[src/rtl/core/mep_pkg.sv]
package mep_pkg;

    // Q4.28 fixed point: 32 bit signed, 28 fraction bits
    localparam int Q_W         = 32;
    localparam int STEP_W      = 29;
    localparam int COORD_W     = 11;
    localparam int ITER_W      = 8;
    localparam int PROD_W      = 64;
    localparam int MAP_W       = STEP_W + COORD_W;   // step * coord, unsigned
    localparam int WIDE_W      = MAP_W + 2;          // origin + product, signed
    localparam int CFG_DATA_W  = 32;
    localparam int CFG_IDX_W   = 3;

    // register indexes
    localparam logic [CFG_IDX_W-1:0] REG_STEP_RE   = 3'd0;
    localparam logic [CFG_IDX_W-1:0] REG_STEP_IM   = 3'd1;
    localparam logic [CFG_IDX_W-1:0] REG_ORIGIN_RE = 3'd2;
    localparam logic [CFG_IDX_W-1:0] REG_ORIGIN_IM = 3'd3;
    localparam logic [CFG_IDX_W-1:0] REG_MAX_ITER  = 3'd4;

    // reset values
    localparam logic [STEP_W-1:0]        STEP_RE_RST   = 29'd4046766;
    localparam logic [STEP_W-1:0]        STEP_IM_RST   = 29'd5422939;
    localparam logic signed [Q_W-1:0]    ORIGIN_RE_RST = -32'sd536870912;
    localparam logic signed [Q_W-1:0]    ORIGIN_IM_RST = -32'sd268435456;
    localparam logic [ITER_W-1:0]        MAX_ITER_RST  = 8'd20;

    localparam logic [ITER_W-1:0] INTENSITY_ESCAPED = 8'd255;
    localparam logic [ITER_W-1:0] INTENSITY_INSIDE  = 8'd0;

    // |z|^2 >= 4 in Q8.56 means any of bits 63..58 set
    localparam int ESC_BIT = 58;

    typedef struct packed {
        logic [STEP_W-1:0]     step_re;
        logic [STEP_W-1:0]     step_im;
        logic signed [Q_W-1:0] origin_re;
        logic signed [Q_W-1:0] origin_im;
        logic [ITER_W-1:0]     max_iter;
    } cfg_t;

    typedef struct packed {
        logic signed [Q_W-1:0] cr;
        logic signed [Q_W-1:0] ci;
    } point_t;

    function automatic logic signed [Q_W-1:0] sat_q(input logic signed [WIDE_W-1:0] v);
        logic signed [Q_W-1:0] r;
        if (v[WIDE_W-1:Q_W-1] == '0 || v[WIDE_W-1:Q_W-1] == '1) begin
            r = v[Q_W-1:0];
        end else if (v[WIDE_W-1]) begin
            r = {1'b1, {(Q_W-1){1'b0}}};
        end else begin
            r = {1'b0, {(Q_W-1){1'b1}}};
        end
        return r;
    endfunction

endpackage

[src/rtl/core/mep_front.sv]
module mep_front #(
    parameter int MAX_COLUMNS = 2048,
    parameter int MAX_ROWS    = 2048
) (
    input  logic                            aclk,
    input  logic                            aresetn,
    input  mep_pkg::cfg_t                   cfg,
    input  logic                            s_valid,
    output logic                            s_ready,
    input  logic [mep_pkg::COORD_W-1:0]     s_column,
    input  logic [mep_pkg::COORD_W-1:0]     s_row,
    output logic                            q_valid,
    input  logic                            q_ready,
    output mep_pkg::point_t                 q_point
);
    import mep_pkg::*;

    logic                  prod_valid_reg, prod_valid_next;
    logic [MAP_W-1:0]      prod_re_reg, prod_im_reg;
    logic [COORD_W-1:0]    col_clamp, row_clamp;
    logic                  take;

    // clamp to the last column / row
    assign col_clamp = (32'(s_column) >= MAX_COLUMNS) ? COORD_W'(MAX_COLUMNS - 1) : s_column;
    assign row_clamp = (32'(s_row) >= MAX_ROWS)       ? COORD_W'(MAX_ROWS - 1)    : s_row;

    assign s_ready = !prod_valid_reg || q_ready;
    assign take    = s_valid && s_ready;

    always_comb begin
        prod_valid_next = prod_valid_reg;
        if (take) begin
            prod_valid_next = 1'b1;
        end else if (q_ready) begin
            prod_valid_next = 1'b0;
        end
    end

    always_ff @(posedge aclk) begin
        if (!aresetn) begin
            prod_valid_reg <= 1'b0;
        end else begin
            prod_valid_reg <= prod_valid_next;
        end
    end

    always_ff @(posedge aclk) begin
        if (take) begin
            prod_re_reg <= MAP_W'(cfg.step_re) * MAP_W'(col_clamp);
            prod_im_reg <= MAP_W'(cfg.step_im) * MAP_W'(row_clamp);
        end
    end

    // c = origin + step * coord, saturated
    assign q_valid    = prod_valid_reg;
    assign q_point.cr = sat_q(WIDE_W'(cfg.origin_re) + $signed({2'b00, prod_re_reg}));
    assign q_point.ci = sat_q(WIDE_W'(cfg.origin_im) + $signed({2'b00, prod_im_reg}));

endmodule

[config.mk]
export PLATFORM = sky130hd
export DESIGN_NAME = mep_front
export DESIGN_NICKNAME = d
export VERILOG_FILES = /design/src/rtl/core/mep_pkg.sv /design/src/rtl/core/mep_front.sv
export SDC_FILE = /design/constraint.sdc
export NUM_CORES = 2
export LEC_CHECK = 0
export ABC_AREA = 1
export BUFFER_PORTS_ARGS = -buffer_cell sky130_fd_sc_hd__buf_2
export CAP_MARGIN = 10
export CORE_MARGIN = 8
export CORE_UTILIZATION = 45
export DETAILED_ROUTE_END_ITERATION = 10
export MAX_ROUTING_LAYER = met4
export PLACE_DENSITY = 0.71
export SETUP_SLACK_MARGIN = 0.4
export SYNTH_ARGS = -nofsm -noshare
export SYNTH_HDL_FRONTEND = slang
export SYNTH_SLANG_ARGS = --single-unit
[constraint.sdc]
create_clock -name aclk -period 15.2 [get_ports aclk]
set_input_delay 3.04 -clock aclk [delete_from_list [all_inputs] [get_ports aclk]]
set_output_delay 3.04 -clock aclk [all_outputs]
set_load 0.1 [all_outputs]
Word level (Yosys, flattened, before mapping)

Cells that the tools add are included.

Input port bits: 156
Word-level logic and storage cells: 23
Flip-flop bits (word level): 81
Output and inout bits: 66

Reduce and logical (&&, ||, !) cells: 8
Add/subtract/negate cells: 2
Equality and inequality tests: 2
Mux-type cells: 6
Multiply operators: 2

Operators with widths:

| cell                 | number |
|---|---|
| $mux 32              | 4 |
| $add 32x41->42       | 2 |
| $mul 29x11->40       | 2 |
| $eq 11x11->1 const B | 2 |
| $logic_not 11->1     | 2 |
| $logic_or 1x1->1     | 3 |
| $mux 1               | 2 |
| $reduce_bool 2->1    | 1 |
| $logic_and 1x1->1    | 1 |
| $logic_not 1->1      | 1 |

Longest topological paths before layout

Word-level depth: 4
Depth in mapped cells: 26
Mapped depth without buffers: 24

Worst setup path after synthesis

OpenSTA, ideal clock, no wires.

Kind: input port to output port
From: input cfg[36] (netlist bit)
To: output q_point[11] (netlist bit)
Arrival time: 6130 ps
Path slack: 6030 ps
Path buffers: 1
Stages on the path: 15
Required time: 12160 ps
Cell sequence: ha_1 > nand2_1 > inv_1 > a21oi_1 > o21ai_0 > a21oi_1 > nand3_1 > nand2_1 > nand2_1 > nor2_1 > nand3_2 > nand2_4 > buf_6 > nand2_1 > nand2_1

RTL lines:

| element     | RTL line        | source |
|---|---|---|
| from (decl) | mep_front.sv:7  | `input mep_pkg::cfg_t cfg,` |
| to (decl)   | mep_front.sv:14 | `output mep_pkg::point_t q_point` |

==> run metrics <==
crit path time final 9386 ps; Hold Path End q_valid; worst-skew pair later-pin latency 380 ps; CTS buffer count 9; Placed Cells incl. Taps 5167; maximum VDD drop 184.0 uV; Clock Skew 17.30 ps; CP max stage delay 480 ps; GP Congestion 0.9746; Sw Ratio 0.5912; DP Wirelength 66620 um; Synth Area per Inst 7.024 sq um; Iteration-0 DRC Markers 1978; routed via count 26224; met2 wire length 37830 um; period utilization 0.6175; H-tree depth 3; Critical R2R Launch q_valid; CP Max Fanout 31; global-route wire length before repair 134300 um; largest net degree at the start of global routing 81; I/O pin total 222; Cell Chain, Critical Path buf_2, ha_1, nand2_1, nor3_1, nand2_1, nor2_1, nand3_1, nand3_1, nand2_1, nand2_1, inv_1, nand2_1, nor2_1, nand3_2, nand3_2, nand2_1, buf_2; Rows 94; GRT Resource Usage Total 0.2264; top-area cell type share of the netlist area 0.3282; Ys Warns 0; GRT overflow 0; RSZ-0062 raised after global routing false; initial core utilization 0.4525; largest area contributor in the netlist fa_1; Detail Route Antenna Nets 0; post-CTS setup buffers 0; Synth Cell Area 29640 sq um; Fin. Hold Viols 0; Hold WS 559.0 ps; Combinational Power Share 0.881; Die Ht 272.7 um; Worst Hold Depth 2; Post-route DRC 0; share of cells above drive strength 1 0.06414; Finished Cell Area 31540 sq um; status complete, no violations; die extent in x 272.7 um; clock buffer depth 2; fillcell total 6606; CP max-delay cell nand3_2; DR WL/cell 15.46 um; Reg2Reg Setup Slack 13420 ps; max layer used met4; Reg2Reg Depth 2; non-filler instance count after layout 5188; worst hold path type register to register; Cell variety after synth 44; Reg power frac 0.089; f_max 0.1065 GHz; crit path launch type input port; initial antenna violation count 5; Pre-antenna DRT Iters 5; vias per cell 5.055; syn_nets 5100; top cells by area, synth fa_1, nand2_1, inv_1, ha_1, edfxtp_1; Synth Instances 4220; total internal power 3029 uW; MaxCap Viol Count 0; Pleak 0.01836 uW; Cell Pwr Density 234.9 nW/um^2; met3 wire length 5508 um; Final Max Tran Viols 0; core area 65510 sq um; placed cell areas 31250 sq um; fin nets 5194; Net Switching 4381 uW; WL met1 34930 um; sequential share of the synthesized area 0.08172; Most common cell on crit path nand2_1; setup total negative slack 0 ps; Crit path required time 12160 ps; WS Path Type input port to primary output; Critical R2R Capture prod_im_reg[28]; Rel. slew slack 0.2545; arrival time at the worst endpoint 6350 ps; Post-CTS Hold Fix Bufs 0; Worst Setup End Kind primary output; FF+latch count, synth 81; final setup violation count 0; CTS root buf clkbuf_16; Clk pwr share 0.030; clk sinks 81; post-cts gate resize count 0; Hold Crit Start q_valid; CTS tree yes; Routed WL 80190 um; Worst-Margin Slew 1118 ps; Die ar. 74340 sq um; Clk pin slew, worst setup/hold paths 70 ps; Buffers on Ports 213; Area Growth Syn to Fin 6.416%; number of global-route vias before repair 27230
==> synth_stat cells <==
cell and n:
nor2_1 220, xnor2_1 50, o221a_2 1, clkinv_1 2, o21a_1 9, clkbuf_1 109, o21ai_1 1, nor3_1 12
nand3b_1 1, and2_1 6, nand2_2 12, nand3b_4 1, o221ai_1 5, inv_2 2, buf_1 15, nand3_2 11
o31ai_1 1, fa_1 486, ha_1 238, buf_6 12, nand4_2 1, xor2_1 81, nor3_2 1, nor4_1 7
nand2_4 2, inv_1 983, nand2_1 1468, a21o_1 17, nor2_2 8, o211a_1 1, a21boi_0 7, or2_2 3
or2_1 1, edfxtp_1 80, nand4_1 21, o21ai_0 47, o211ai_1 3, o21bai_1 14, dfxtp_1 1, o2111ai_1 1
nand3_1 104, a21oi_1 156, a211oi_1 1, a31oi_1 18
==> cells in the final DEF (no fill, tap or decap), drive strengths merged, types with 13 or more instances in the layout <==
cell / n
inv: 985
xor2: 81
a21o: 17
nand4: 22
edfxtp: 80
nor2: 228
xnor2: 50
nor3: 13
ha: 238
buf: 219
o21ai: 48
a31oi: 18
a21oi: 156
fa: 486
nand2: 1482
o21bai: 14
nand3: 115
==> cell families (layout without fill, tap and decap cells) <==
logic type,after synthesis,in the layout,share of synthesized area
compound gates,282,282,0.05390
xor+xnor,131,131,0.03871
fa+ha+maj,724,724,0.4287
buf+inv,1123,1222,0.1452
flops,81,81,0.08172
other cells,0,5,0
simple gates,1879,1879,0.2517
==> worst max path at each step <==
stage / from / cells past startpoint / end
floorplan: cfg[36] / 15 / q_point[11]
global placement: cfg[40] / 20 / q_point[55]
detailed placement: cfg[71] / 17 / q_point[55]
CTS: cfg[71] / 17 / q_point[55]
global route: cfg[39] / 15 / q_point[1]
finish: cfg[71] / 17 / q_point[55]
==> worst max-delay path, delay by kind of cell <==
kind | cells | cell delay (ps)
and+or+nand+nor | 13 | 2090
adders and majority gates | 1 | 460
buffers and inverters | 3 | 710
==> power groups by stage <==
| stage | Sequential, uW | Combinational [uW] | Clock, uW |
|---|---|---|---|
| after detailed placement | 667 | 6490 | 0 |
| after CTS | 662 | 6530 | 224 |
| after floorplan | 637 | 4960 | 0 |
| after global routing | 667 | 7390 | 234 |
| after global placement | 666 | 6430 | 0 |
| final | 661 | 6530 | 221 |
==> metrics by stage <==
stage                     setup WS (ps)  total power, uW    util
final                              5814             7410  0.4815
after global routing               5461             8287  0.4815
after CTS                          5872             7419  0.4813
after detailed placement           5889             7155  0.4769
after global placement             5956             7097  0.4769
after floorplan                    6030             5600       -
==> area by class of cell <==
class	instances	area, sq um	area share
Sequential cell	81	2422	0.07679
Clock buffer	9	225.2	0.007140
Tap cell	864	1081	0.03427
Antenna cell	5	12.51	0.0003967
Timing Repair Buffer	219	1111	0.03522
Multi-Input combinational cell	3016	22930	0.7268
Clock inverter	7	61.31	0.001944
Inverter	987	3705	0.1174
==> metal layers <==
layer | GRT usage | up-vias
met2 | 0.3743 | 904
li1 | - | 12632
met3 | 0.03208 | 135
met1 | 0.2893 | 12553
met5 | - | -
met4 | 0.06348 | 0
(Power assumes the default switching activity.)
