===== config.mk =====
export PLATFORM = sky130hd
export DESIGN_NAME = mep_queue
export DESIGN_NICKNAME = d
export VERILOG_FILES = /design/src/rtl/core/mep_pkg.sv /design/src/rtl/core/mep_queue.sv
export SDC_FILE = /design/constraint.sdc
export NUM_CORES = 1
export LEC_CHECK = 0
export BUFFER_PORTS_ARGS = -buffer_cell sky130_fd_sc_hd__buf_2
export CORE_UTILIZATION = 56
export CTS_CLUSTER_DIAMETER = 150
export CTS_CLUSTER_SIZE = 24
export DETAILED_ROUTE_END_ITERATION = 16
export PLACE_DENSITY = 0.86
export SKIP_CTS_REPAIR_TIMING = 1
export SYNTH_ARGS = -nofsm -noshare
export SYNTH_HDL_FRONTEND = slang
export SYNTH_SLANG_ARGS = --single-unit

===== constraint.sdc =====
create_clock -name aclk -period 7.6 [get_ports aclk]
set_clock_uncertainty 0.1 [all_clocks]
set_input_delay 1.14 -clock aclk [delete_from_list [all_inputs] [get_ports aclk]]
set_output_delay 1.14 -clock aclk [all_outputs]
set_load 0.005 [all_outputs]

===== src/rtl/core/mep_pkg.sv =====
package mep_pkg;

    // Q4.28 fixed point: 32 bit signed, 28 fraction bits
    localparam int Q_W         = 32;
    localparam int STEP_W      = 29;
    localparam int COORD_W     = 11;
    localparam int ITER_W      = 8;
    localparam int PROD_W      = 64;
    localparam int MAP_W       = STEP_W + COORD_W;   // step * coord, unsigned
    localparam int WIDE_W      = MAP_W + 2;          // origin + product, signed
    localparam int CFG_DATA_W  = 32;
    localparam int CFG_IDX_W   = 3;

    // register indexes
    localparam logic [CFG_IDX_W-1:0] REG_STEP_RE   = 3'd0;
    localparam logic [CFG_IDX_W-1:0] REG_STEP_IM   = 3'd1;
    localparam logic [CFG_IDX_W-1:0] REG_ORIGIN_RE = 3'd2;
    localparam logic [CFG_IDX_W-1:0] REG_ORIGIN_IM = 3'd3;
    localparam logic [CFG_IDX_W-1:0] REG_MAX_ITER  = 3'd4;

    // reset values
    localparam logic [STEP_W-1:0]        STEP_RE_RST   = 29'd4046766;
    localparam logic [STEP_W-1:0]        STEP_IM_RST   = 29'd5422939;
    localparam logic signed [Q_W-1:0]    ORIGIN_RE_RST = -32'sd536870912;
    localparam logic signed [Q_W-1:0]    ORIGIN_IM_RST = -32'sd268435456;
    localparam logic [ITER_W-1:0]        MAX_ITER_RST  = 8'd20;

    localparam logic [ITER_W-1:0] INTENSITY_ESCAPED = 8'd255;
    localparam logic [ITER_W-1:0] INTENSITY_INSIDE  = 8'd0;

    // |z|^2 >= 4 in Q8.56 means any of bits 63..58 set
    localparam int ESC_BIT = 58;

    typedef struct packed {
        logic [STEP_W-1:0]     step_re;
        logic [STEP_W-1:0]     step_im;
        logic signed [Q_W-1:0] origin_re;
        logic signed [Q_W-1:0] origin_im;
        logic [ITER_W-1:0]     max_iter;
    } cfg_t;

    typedef struct packed {
        logic signed [Q_W-1:0] cr;
        logic signed [Q_W-1:0] ci;
    } point_t;

    function automatic logic signed [Q_W-1:0] sat_q(input logic signed [WIDE_W-1:0] v);
        logic signed [Q_W-1:0] r;
        if (v[WIDE_W-1:Q_W-1] == '0 || v[WIDE_W-1:Q_W-1] == '1) begin
            r = v[Q_W-1:0];
        end else if (v[WIDE_W-1]) begin
            r = {1'b1, {(Q_W-1){1'b0}}};
        end else begin
            r = {1'b0, {(Q_W-1){1'b1}}};
        end
        return r;
    endfunction

endpackage


===== src/rtl/core/mep_queue.sv =====
module mep_queue (
    input  logic            aclk,
    input  logic            aresetn,
    input  logic            wr_valid,
    output logic            wr_ready,
    input  mep_pkg::point_t wr_data,
    output logic            rd_valid,
    input  logic            rd_ready,
    output mep_pkg::point_t rd_data
);
    import mep_pkg::*;

    localparam int DEPTH = 2;

    point_t           mem [DEPTH];
    logic             wr_ptr_reg, wr_ptr_next;
    logic             rd_ptr_reg, rd_ptr_next;
    logic [1:0]       count_reg, count_next;
    logic             push, pop;

    assign wr_ready = (count_reg != 2'(DEPTH));
    assign rd_valid = (count_reg != 2'd0);
    assign rd_data  = mem[rd_ptr_reg];
    assign push     = wr_valid && wr_ready;
    assign pop      = rd_valid && rd_ready;

    always_comb begin
        wr_ptr_next = push ? !wr_ptr_reg : wr_ptr_reg;
        rd_ptr_next = pop  ? !rd_ptr_reg : rd_ptr_reg;
        count_next  = count_reg;
        if (push && !pop) begin
            count_next = count_reg + 2'd1;
        end else if (pop && !push) begin
            count_next = count_reg - 2'd1;
        end
    end

    always_ff @(posedge aclk) begin
        if (!aresetn) begin
            wr_ptr_reg <= 1'b0;
            rd_ptr_reg <= 1'b0;
            count_reg  <= 2'd0;
        end else begin
            wr_ptr_reg <= wr_ptr_next;
            rd_ptr_reg <= rd_ptr_next;
            count_reg  <= count_next;
        end
    end

    always_ff @(posedge aclk) begin
        if (push) begin
            mem[wr_ptr_reg] <= wr_data;
        end
    end

endmodule


After elaboration in Yosys (flattened, before gate mapping)
Memories as Yosys holds them, arrays and structs flattened. A register that Yosys moved wholly into a read port is not among the register bits.
Cells that the tools add are included.
{ "classes": {"add_sub_neg": 2, "n_reduce_logical": 10, "n_mux": 6, "n_eq_ne": 1} }
{ "op_table": {"columns": ["operator", "n"], "rows": [
  ["$logic_and A1 B1 Y1", 4],
  ["$logic_not A1 Y1", 4],
  ["$mux W1", 4],
  ["$mux W2", 2],
  ["$reduce_bool A2 Y1", 2],
  ["$add A2 B1 Y2 const B", 1],
  ["$ne A2 B2 Y1 const B", 1],
  ["$sub A2 B1 Y2 const B", 1]
]} }
{ "totals": {"n_memories": 1, "mem_bits_rw": 128, "elab_cells": 23, "register_bits": 4, "output_inout_bits": 66} }
{ "mem_list": {"columns": ["memory", "words", "width", "rd", "rd_clocked_by_memory_dff", "wr", "line_no", "source"], "rows": [
  ["mem", 2, 64, 1, 1, 1, "mep_queue.sv:15", "point_t mem [DEPTH];"]
]} }

Logic depth before layout (Yosys ltp)
{ "depth": {"word_depth": 6, "depth_mapped": 6} }

Worst setup path after synthesis
No wires, ideal clock.
{ "synth_path": {"path_type": "input to register", "startpoint": "input wr_valid", "endpoint": "memory mem[1][0] (netlist name), enable pin", "required_time_ps": 7071, "setup_ps": 429, "n_path_buf": 0, "path_stages": 1, "path_slack_ps": 4376, "arrival_ps": 2695, "path_cell_list": "and3_1"} }
{ "synth_via": {"elab_chain_len": 3} }
{ "synth_lines": {"columns": ["element", "line_no", "source"], "rows": [
  ["start: declaration", "mep_queue.sv:4", "input logic wr_valid,"],
  ["$logic_and A1 B1 Y1", "mep_queue.sv:24", "assign push = wr_valid && wr_ready;"],
  ["$mux W1", "mep_queue.sv:51", "if (push) begin"],
  ["$mux W1 (implied by the code)", "mep_queue.sv:52", "mem[wr_ptr_reg] <= wr_data;"],
  ["end: declaration", "mep_queue.sv:15", null]
]} }
Every way passes these cells.

==> run_results.csv <==
group,metric,value,unit
synth,synthFlopType,"edfxtp_1",
global_routing,track_usage,19.05,%
global_routing,top_usage_layer,"met2",
status,outcome,"completed",
floorplanning,dieArea,0.009050,mm^2
layout,insertedDiodeCount,0,
drt,post-route-drc-count,0,
global_routing,grt_overflow,0,
sta,finalSetupViolations,0,
setup_path,cp.required,6360,ps
drt,drt-pass1-iter-count,4,
setup_path,cp_cell_sequence,"buf_4 -> mux2_2 -> buf_2",
global_routing,antenna_found_initial,0,
clock_network,cts_buffer_depth,2,
floorplanning,placementRows,33,
global_routing,grt_pass1_wl,12090,um
drt,num_vias,2513,
sta,worstMarginPinSlew,763.6,ps
setup_path,end_kind,"output pin",
synth,synth_edf_count,128,
hold_path,hold_depth,2,
placed_design,dp_slack,4631,ps
synth,synth.top_cell.area_share,79.13,%
sta,finalHoldViolCount,0,
layout,drive_gt1_share,61.36,%
synth,yosys_warnings,0,
clock_network,cts-buffers-inserted,17,
synth,synth_top_area_cell,"edfxtp_1",
sta,fin_ws,4129,ps
sta,period_minus_slack,3471,ps
placed_design,io_buffers,133,
setup_path,crit_type,"reg -> out",
clock_network,ctsHtreeMaxLevel,4,
clock_network,clock_latency,500,ps
setup_path,crit_arrival,2230,ps
drt,drt.antenna.violating_nets,0,
synth,synth-seq-cells,133,
drt,avgViaCountPerCell,5.150,
sta,rsz0062_at_grt,"false",
setup_path,rr_worst_depth,3,
drt,first_iter_violations,110,
synth,synth_nets,292,
clock_network,cts_tree,"done",
synth,ys_seq_area_share,81.20,%
synth,synth_common_cells,"edfxtp_1, mux2_2, buf_4, dfxtp_1, and2_1",
hold_path,hp-class,"reg -> reg",
setup_path,cpLargestDelayFamily,"buffers and inverters",
layout,fillCellCount,503,
drt,routed_wirelength,8143,um
synth,syn-instance-count,223,
setup_path,path_max_fanout,51,
synth,synth_cell_types,20,
layout,largest_reg_flops,128,
sta,timing.hold.ws,489.7,ps
placed_design,gp_congestion,0.6500,
floorplanning,top_level_ports,134,
setup_path,slowest_delay,610,ps
floorplanning,initial_core_util,58.53,%
layout,nNetsFinal,440,
setup_path,path_buf_inv,2,
clock_network,root_buffer,"clkbuf_8",
sta,fmax,288.1,MHz
global_routing,grt_max_degree,52,
job,drv_cap,0,
setup_path,cp-start-kind,"register",
power,worst_ir_drop_vdd,0.2403,mV
drt,avgRoutedWirePerCell,16.69,um
synth,yosysMostFrequentCell,"edfxtp_1",
floorplanning,core_area,0.008299,mm^2
sta,finalMaxSlewViolations,0,
synth,async_flop_share,0,%
power,powerDensity,350.5,mW/mm^2
layout,synthToLayoutAreaGrowth,28.28,%
synth,ys_top_cells_by_area,"edfxtp_1, mux2_2, dfxtp_1",
setup_path,slowest_stage,"buf_4",
global_routing,grt.met3_usage,7.656,%
sta,slew_headroom,49.09,%
synth,avgSynthCellArea,21.78,um^2
global_routing,grtUsageMet2,30.89,%
synth,synthesis.area,0.004857,mm^2
placed_design,hpwl,5200,um
global_routing,grt_pass1_vias,2475,
floorplanning,die-height,95.13,um
floorplanning,dieWidth,95.13,um
sta,post-route-period-util,45.67,%
clock_network,clock-sinks,133,
setup_path,path_depth,3,
global_routing,use_met1,22.93,%
sta,fin_setup_tns,0,ps
power,p_leak,2.347,nW
clock_network,clkSlewWorstSetupHoldPaths,50,ps
[through the flow]
| step | cells | power, mW | cell area (um^2) | utilization (%) |
|---|---|---|---|---|
| finish | 488 | 2.184 | 6231 | 75.08 |
| detailed placement | 457 | 1.390 | 5629 | 67.83 |
| global placement | 457 | 1.374 | 5629 | 67.83 |
| CTS | 488 | 2.205 | 6231 | 75.08 |
| global route | 488 | 2.276 | 6231 | 75.08 |
| floorplan | 223 | 1.225 | 4857 | - |
[layer usage]
layer  up-vias  part of all wire (%)
met4         0                   1.0
met2       108                    51
met3         9                   7.3
met1      1212                    41
met5         -                     0
li1       1184                     -
[worst reg2reg max path, cell delays in order, from the launching register on]
cell      delay (ps)
dfxtp_1          430
nand2b_4         200
and3_2           700
buf_4            530
[path summary, 6_finish.rpt]
path	slack, ps	end	startpoint
max	4130	rd_data[21]	register
min	490	count_reg[1]$_SDFFE_PN0P_	count_reg[1]$_SDFFE_PN0P_
max reg2reg	5280	mem[1][36]$_DFFE_PP_	count_reg[0]$_SDFFE_PN0P_
min reg2reg	490	count_reg[1]$_SDFFE_PN0P_	count_reg[1]$_SDFFE_PN0P_
[cell type report]
class | count | area (um^2) | area share [%]
clock buffer | 18 | 417.9 | 6.707
inverter | 1 | 3.754 | 0.06024
tap | 105 | 131.4 | 2.108
multi-input combinational | 82 | 860.8 | 13.82
timing repair buffer | 136 | 688.2 | 11.04
sequential | 133 | 3945 | 63.31
clock inverter | 13 | 183.9 | 2.952
[cell usage in the layout, fill, tap and decap left out]
master,synthesis,final
buf_2,1,133
edfxtp_1,128,128
mux2_2,64,64
clkbuf_16,0,16
clkinvlp_4,0,5
and2_1,4,4
bufinv_16,0,4
dfxtp_1,5,4
buf_4,6,3
xnor2_1,2,2
clkinv_4,0,2
nand2b_4,1,1
or2_2,1,1
o21ai_1,1,1
and3_2,0,1
nand3b_1,1,1
inv_2,0,1
a21bo_2,1,1
a21boi_0,1,1
xor2_1,1,1
o21ai_0,1,1
or3_1,1,1
a21boi_1,1,1
ha_1,1,1
dfxtp_2,0,1
clkbuf_8,0,1
clkinv_2,0,1
clkbuf_1,0,1
clkinv_1,0,1
[power breakdown]
part	switching, mW	internal (mW)
combinational	0.197	0.222
clock	0.282	0.529
sequential	0.0367	0.918
[cells by family after synthesis]
family | Yosys count | synth area share, %
AO/OA/AOI/OAI | 5 | 0.7212
adder cells (fa/ha/maj) | 1 | 0.2576
XOR/XNOR | 3 | 0.5411
buffers and inverters | 8 | 1.107
AND/OR/NAND/NOR | 9 | 1.340
multiplexers | 64 | 14.84
flip-flops | 133 | 81.20
(Power assumes the default switching activity.)
